$ cat src/rtl/core/date_to_julian_day_defines.svh
// Assertion macros used by the date to Julian day top level
`ifndef DATE_TO_JULIAN_DAY_DEFINES_SVH
`define DATE_TO_JULIAN_DAY_DEFINES_SVH

// same-cycle implication on the block clock, off during reset
`define DJ_ASSERT_NOW(label, ante, cons, msg) \
	label: assert property (@(posedge clk) disable iff (!arst_n) (ante) |-> (cons)) \
		else $error(msg);

// next-cycle implication on the block clock, off during reset
`define DJ_ASSERT_NEXT(label, ante, cons, msg) \
	label: assert property (@(posedge clk) disable iff (!arst_n) (ante) |=> (cons)) \
		else $error(msg);

`endif

$ cat src/rtl/core/dj_pkg.sv
// Types, constants and tables for the date to Julian day pipeline
`timescale 1ns / 1ps

package dj_pkg;

	localparam logic [12:0] RECIP_100   = 13'd5243;
	localparam int          RECIP_SHIFT = 19;
	localparam logic [6:0]  CENTURY     = 7'd100;
	localparam logic [12:0] YEAR_BIAS   = 13'd4716;
	localparam logic [10:0] DAYS_PER_4Y = 11'd1461;
	localparam logic [10:0] DAY_OFFSET  = 11'd1524;
	localparam logic [11:0] SEC_PER_HR  = 12'd3600;
	localparam logic [5:0]  SEC_PER_MIN = 6'd60;
	localparam logic [3:0]  FEB         = 4'd2;

	typedef struct packed {
		logic        bad;
		logic        early;
		logic [4:0]  day;
		logic [3:0]  month;
		logic [13:0] year;
		logic [26:0] q_prod;
		logic [14:0] ysum;
		logic [16:0] hsec;
		logic [11:0] msec;
	} s1_t;

	typedef struct packed {
		logic        bad;
		logic [4:0]  day;
		logic [8:0]  mterm;
		logic [8:0]  bias;
		logic [25:0] yprod;
		logic [16:0] secs;
	} s2_t;

	typedef struct packed {
		logic en1;
		logic en2;
		logic en3;
	} stage_en_t;

	// floor(30.6001 * (M + 1)) with January and February as months 13 and 14
	function automatic logic [8:0] month_term(input logic [3:0] m);
		logic [8:0] t;
		unique case (m)
			4'd1:    t = 9'd428;
			4'd2:    t = 9'd459;
			4'd3:    t = 9'd122;
			4'd4:    t = 9'd153;
			4'd5:    t = 9'd183;
			4'd6:    t = 9'd214;
			4'd7:    t = 9'd244;
			4'd8:    t = 9'd275;
			4'd9:    t = 9'd306;
			4'd10:   t = 9'd336;
			4'd11:   t = 9'd367;
			4'd12:   t = 9'd397;
			default: t = 9'd0;
		endcase
		return t;
	endfunction

	function automatic logic [4:0] month_days(input logic [3:0] m);
		logic [4:0] d;
		unique case (m)
			4'd2:                       d = 5'd28;
			4'd4, 4'd6, 4'd9, 4'd11:   d = 5'd30;
			default:                    d = 5'd31;
		endcase
		return d;
	endfunction

endpackage

$ cat src/rtl/core/dj_stage1.sv
// Stage 1: range checks, year reciprocal product, time partial sums
`timescale 1ns / 1ps

module dj_stage1 import dj_pkg::*; (
	input  logic        clk,
	input  logic        en,
	input  logic [4:0]  day_of_month,
	input  logic [3:0]  month_number,
	input  logic [13:0] year_number,
	input  logic [4:0]  hour_of_day,
	input  logic [5:0]  minute_of_hour,
	input  logic [5:0]  second_of_minute,
	output s1_t         data_s1
);

	s1_t nxt;

	always_comb begin
		nxt.bad    = (month_number < 4'd1) || (month_number > 4'd12) ||
		             (day_of_month == 5'd0) || (hour_of_day > 5'd23) ||
		             (minute_of_hour > 6'd59) || (second_of_minute > 6'd59);
		nxt.early  = (month_number <= FEB);
		nxt.day    = day_of_month;
		nxt.month  = month_number;
		nxt.year   = year_number;
		nxt.q_prod = 27'(year_number) * 27'(RECIP_100);
		nxt.ysum   = 15'(year_number) + 15'(YEAR_BIAS) - 15'(nxt.early);
		nxt.hsec   = 17'(hour_of_day) * 17'(SEC_PER_HR);
		nxt.msec   = 12'(minute_of_hour) * 12'(SEC_PER_MIN) + 12'(second_of_minute);
	end

	always_ff @(posedge clk) begin
		if (en) begin
			data_s1 <= nxt;
		end
	end

endmodule

$ cat src/rtl/core/dj_stage2.sv
// Stage 2: century split, leap rule, day limit, century bias, year product
`timescale 1ns / 1ps

module dj_stage2 import dj_pkg::*; (
	input  logic clk,
	input  logic en,
	input  s1_t  data_s1,
	output s2_t  data_s2
);

	logic [7:0]        q;
	logic [13:0]       rem;
	logic              r_zero;
	logic              leap;
	logic [4:0]        lim;
	logic signed [8:0] cent;
	s2_t               nxt;

	always_comb begin
		q      = data_s1.q_prod[RECIP_SHIFT +: 8];
		rem    = data_s1.year - 14'(q) * 14'(CENTURY);
		r_zero = (rem == 14'd0);
		leap   = (data_s1.year[1:0] == 2'b00 && !r_zero) || (r_zero && q[1:0] == 2'b00);
		lim    = month_days(data_s1.month) + 5'((data_s1.month == FEB) && leap);
		cent   = $signed({1'b0, q}) - $signed({8'd0, data_s1.early && r_zero});
		nxt.bad   = data_s1.bad || (data_s1.day > lim);
		nxt.day   = data_s1.day;
		nxt.mterm = month_term(data_s1.month);
		nxt.bias  = 9'sd2 - cent + (cent >>> 2);
		nxt.yprod = 26'(data_s1.ysum) * 26'(DAYS_PER_4Y);
		nxt.secs  = data_s1.hsec + 17'(data_s1.msec);
	end

	always_ff @(posedge clk) begin
		if (en) begin
			data_s2 <= nxt;
		end
	end

endmodule

$ cat src/rtl/core/dj_stage3.sv
// Stage 3: day number sum and result register
`timescale 1ns / 1ps

module dj_stage3 import dj_pkg::*; (
	input  logic        clk,
	input  logic        en,
	input  s2_t         data_s2,
	output logic        invalid_s3,
	output logic [22:0] day_s3,
	output logic [16:0] secs_s3
);

	logic signed [24:0] n_full;

	always_comb begin
		n_full = $signed({2'b00, data_s2.yprod[24:2]})
		       + $signed({16'd0, data_s2.mterm})
		       + $signed({20'd0, data_s2.day})
		       + $signed({{16{data_s2.bias[8]}}, data_s2.bias})
		       - $signed({14'd0, DAY_OFFSET});
	end

	always_ff @(posedge clk) begin
		if (en) begin
			invalid_s3 <= data_s2.bad;
			day_s3     <= data_s2.bad ? 23'd0 : n_full[22:0];
			secs_s3    <= data_s2.bad ? 17'd0 : data_s2.secs;
		end
	end

endmodule

$ cat src/rtl/core/date_to_julian_day.sv
// Pipeline: three register stages; a request passes stages 1, 2 and 3 in order,
// and the stage 3 valid bit drives out_valid. Throughput: one request per cycle
// unless out_ready stalls; stages advance independently, so bubbles fill while
// the result waits. The year multipliers in stages 1 and 2 set depth.
// Reset: arst_n clears all stage valid bits; payload registers are not reset.
`timescale 1ns / 1ps

`include "date_to_julian_day_defines.svh"

module date_to_julian_day import dj_pkg::*; (
	input  logic        clk,
	input  logic        arst_n,
	input  logic        in_valid,
	output logic        in_ready,
	input  logic [4:0]  day_of_month,
	input  logic [3:0]  month_number,
	input  logic [13:0] year_number,
	input  logic [4:0]  hour_of_day,
	input  logic [5:0]  minute_of_hour,
	input  logic [5:0]  second_of_minute,
	output logic        out_valid,
	input  logic        out_ready,
	output logic        date_invalid,
	output logic [22:0] day_number,
	output logic [16:0] seconds_into_day
);

	logic      v_s1, v_s2, v_s3;
	stage_en_t en;
	s1_t       data_s1;
	s2_t       data_s2;

	always_comb begin
		en.en3 = !v_s3 || out_ready;
		en.en2 = !v_s2 || en.en3;
		en.en1 = !v_s1 || en.en2;
	end

	assign in_ready  = en.en1;
	assign out_valid = v_s3;

	always_ff @(posedge clk or negedge arst_n) begin
		if (!arst_n) begin
			v_s1 <= 1'b0;
			v_s2 <= 1'b0;
			v_s3 <= 1'b0;
		end else begin
			if (en.en1) v_s1 <= in_valid;
			if (en.en2) v_s2 <= v_s1;
			if (en.en3) v_s3 <= v_s2;
		end
	end

	dj_stage1 u_stage1 (
		.clk              (clk),
		.en               (en.en1),
		.day_of_month     (day_of_month),
		.month_number     (month_number),
		.year_number      (year_number),
		.hour_of_day      (hour_of_day),
		.minute_of_hour   (minute_of_hour),
		.second_of_minute (second_of_minute),
		.data_s1          (data_s1)
	);

	dj_stage2 u_stage2 (
		.clk     (clk),
		.en      (en.en2),
		.data_s1 (data_s1),
		.data_s2 (data_s2)
	);

	dj_stage3 u_stage3 (
		.clk        (clk),
		.en         (en.en3),
		.data_s2    (data_s2),
		.invalid_s3 (date_invalid),
		.day_s3     (day_number),
		.secs_s3    (seconds_into_day)
	);

	`DJ_ASSERT_NEXT(a_accept_fills_s1, in_valid && in_ready, v_s1, "accepted request lost")
	`DJ_ASSERT_NEXT(a_s2_holds, v_s2 && !en.en3, v_s2, "stalled stage 2 dropped")
	`DJ_ASSERT_NOW(a_invalid_zero, out_valid && date_invalid,
		day_number == 23'd0 && seconds_into_day == 17'd0, "invalid result not zeroed")
	`DJ_ASSERT_NOW(a_secs_range, out_valid && !date_invalid,
		seconds_into_day < 17'd86400, "second of day out of range")

endmodule

$ cat config.mk
export PLATFORM = sky130hd
export DESIGN_NAME = date_to_julian_day
export DESIGN_NICKNAME = d
export VERILOG_FILES = /design/src/rtl/core/dj_pkg.sv /design/src/rtl/core/dj_stage1.sv /design/src/rtl/core/dj_stage2.sv /design/src/rtl/core/dj_stage3.sv /design/src/rtl/core/date_to_julian_day.sv
export VERILOG_INCLUDE_DIRS = /design/src /design/src/rtl/core
export SDC_FILE = /design/constraint.sdc
export NUM_CORES = 1
export LEC_CHECK = 0
export BUFFER_PORTS_ARGS = -buffer_cell sky130_fd_sc_hd__buf_2
export CORE_ASPECT_RATIO = 1.75
export CORE_MARGIN = 3
export CORE_UTILIZATION = 55
export CTS_CLUSTER_DIAMETER = 200
export DETAILED_ROUTE_END_ITERATION = 10
export PLACE_DENSITY = 0.75
export SLEW_MARGIN = 30
export SYNTH_ARGS = -nofsm -noshare
export SYNTH_HDL_FRONTEND = slang
export SYNTH_HIERARCHICAL = 1
export SYNTH_SLANG_ARGS = --single-unit
$ cat constraint.sdc
create_clock -name clk -period 12.29 [get_ports clk]
set_input_delay 0.6145 -clock clk [delete_from_list [all_inputs] [get_ports clk]]
set_output_delay 0.6145 -clock clk [all_outputs]
set_load 0.1 [all_outputs]
==> summary.txt <==
============================================================================
Result of the run                                               complete, no violations
Type of element capturing the critical path                        flip-flop
Post-detailed-routing wire length                                   36500 um
Data arrival at the endpoint of the critical path                    7.34 ns
Row count                                                                 89
Total GRT Usage                                                        20.6%
DPL Wire Length                                                     30700 um
Starting utilization of the core area                                  56.2%
Fraction of layout cells with a size suffix above 1                    8.38%
CTS H-Tree Depth                                                           4
Number of buffers inserted during clock tree synthesis                    17
Via/cell ratio                                                          5.38
Total via count after detailed routing                                 12300
Growth of design area from synthesis to finish                         7.98%
Placement-stage cell area                                        20000 sq um
Number of buffer and inverter stages on the critical path                  3
First-pass GRT wire length                                          61700 um
Wire length on met1                                                 13400 um
Most frequent cell on the critical path                         sky130_fd_sc_hd__ha_1
Final routed wire length divided by cell count                       15.9 um
CTS clock-pin slew for the worst setup and hold paths                0.08 ns
Final non-filler cell area                                       20600 sq um
Final worst-path cycle share                                           58.0%
Crit-path max cell delay                                             0.51 ns
Family with the most delay on the worst path                     adder cells
Global-route congestion overflow total                                     0
Maximum number of pins on one net before global-route repair              74
Worst setup SP type                                                flip-flop
Yosys Warn Count                                                           6
Placed cell count                                                       2259
Net count of the finished layout                                        2411
Setup repair after global routing missed its margin                       no
Total length of routed met2 wires                                   20500 um
Worst-path maximum fanout                                                  7
CTS root buf                                                    sky130_fd_sc_hd__clkbuf_16
Post-synthesis instance area                                     19100 sq um
Final Wtd Congestion                                                   0.956
Critical Path Slowest Stage Cell                                sky130_fd_sc_hd__edfxtp_1
Die extent in x                                                       147 um
Worst path setup slack after routing                                 5.16 ns
Port buffer count                                                         86
Top layer in use                                                        met4
Max-slew headroom                                                      44.7%
Number of top-level pins                                                  87
Initial antenna violation count                                            2
Critical path data required time                                    12.49 ns
Type of the tightest min-delay check                            input pin to flip-flop
Clock sink count                                                         180
Number of instances in the synthesized netlist                          1731
Clock tree buffer depth                                                    2
Setup violations, final                                                    0
TritonCTS clock tree                                                   built
Met3 WL                                                               853 um
Number of global-route vias before repair                              13300
Actual transition at the worst max-transition pin                   0.825 ns
Initial detailed-routing violation count                                 442
Non-Filler Instances                                                    2294
Fin Clk Skew                                                       0.0102 ns
Average cell area after synthesis                                 11.0 sq um
Vertical die dimension                                                252 um
Final critical-path required period                                  7.13 ns
Core area                                                        34000 sq um
Remaining routing DRC violations                                           0
Count of final max-slew check failures                                     0
Clock network latency to the later pin of the worst-skew pair        0.45 ns
Filler cell count                                                       2762
Maximum capacitance violations                                             0
Max Clk Rate                                                         140 MHz
Kind of critical path                                           flip-flop to flip-flop
First-pass DRT Iterations                                                  5
Total negative slack                                                    0 ns
Final count of hold timing violations                                      0
Post-placement setup slack                                           5.11 ns
Die Outline Area                                                 37100 sq um
Count of instances resized after the clock tree is built                   0
Number of nets with antenna violations after detailed routing              0
============================================================================
## area by class of cell
cell class                      count  area (sq um)  area share [%]
Clock buffer                       19           443            2.15
Multi-Input combinational cell   1202         12300            59.9
Timing Repair Buffer               91           474            2.30
Clock inverter                     13           133           0.644
Sequential cell                   180          5390            26.2
Inverter                          332          1250            6.05
Antenna cell                        2          5.00          0.0243
Tap cell                          455           569            2.76
## metal layers
layer	global-route usage (%)	up-vias
met1	20.9	5948
met3	2.01	80
met4	11.9	0
met2	40.4	227
met5	0	-
li1	-	6089
## registers in the layout, summed over array words and instances, names as in the netlist
register,count
v_s2,1
v_s1,1
u_stage2/data_s2,64
u_stage3/secs_s3,17
u_stage3/day_s3,23
u_stage1/data_s1,72
u_stage3/invalid_s3,1
out_valid,1
## path summary, 6_finish.rpt
path                       slack [ns]  cells past startpoint              endpoint            startpoint
max                              5.16                     30  u_stage2/data_s2[50]  u_stage1/data_s1[65]
min in group asynchronous        0.49                      2                  v_s1                arst_n
min                              0.34                      1   u_stage1/data_s1[1]   second_of_minute[1]
min reg2reg                      0.48                      0  u_stage2/data_s2[62]  u_stage1/data_s1[90]
max reg2reg                      5.16                     30  u_stage2/data_s2[50]  u_stage1/data_s1[65]
max in group asynchronous       11.69                      2             out_valid                arst_n
## metrics by stage
| step | hold WS, ns | util (%) |
|---|---|---|
| after floorplan | 0.319 | - |
| after global placement | 0.411 | 58.9 |
| after detailed placement | 0.418 | 58.9 |
| after CTS | 0.308 | 60.6 |
| after global routing | 0.315 | 60.7 |
| final | 0.335 | 60.7 |
## cells in the final DEF, fill, tap and decap left out, types with 9 or more instances in the layout
master	instances
sky130_fd_sc_hd__nand2_1	47
sky130_fd_sc_hd__nand2b_1	13
sky130_fd_sc_hd__edfxtp_1	177
sky130_fd_sc_hd__nor2_1	67
sky130_fd_sc_hd__o21bai_1	15
sky130_fd_sc_hd__clkbuf_16	17
sky130_fd_sc_hd__ha_1	389
sky130_fd_sc_hd__nand3_1	19
sky130_fd_sc_hd__a21oi_1	83
sky130_fd_sc_hd__xnor2_1	74
sky130_fd_sc_hd__o21a_1	11
sky130_fd_sc_hd__nor3_1	13
sky130_fd_sc_hd__fa_1	154
sky130_fd_sc_hd__a211oi_1	14
sky130_fd_sc_hd__xor2_1	34
sky130_fd_sc_hd__a31oi_1	9
sky130_fd_sc_hd__inv_1	330
sky130_fd_sc_hd__o21ai_1	16
sky130_fd_sc_hd__nor2b_1	41
sky130_fd_sc_hd__a21o_1	26
sky130_fd_sc_hd__and3_1	11
sky130_fd_sc_hd__buf_2	86
sky130_fd_sc_hd__o21ai_0	34
## what timing repair did
item | in CTS | in global routing
setup endpoints to repair | 0 | 0
hold buffers | 1 | 0
hold endpoints to repair | 3 | 0
buffers inserted | 0 | 0
Power is not shown: default switching activity piles up to over one toggle a cycle in this logic, so the estimate is an artifact.
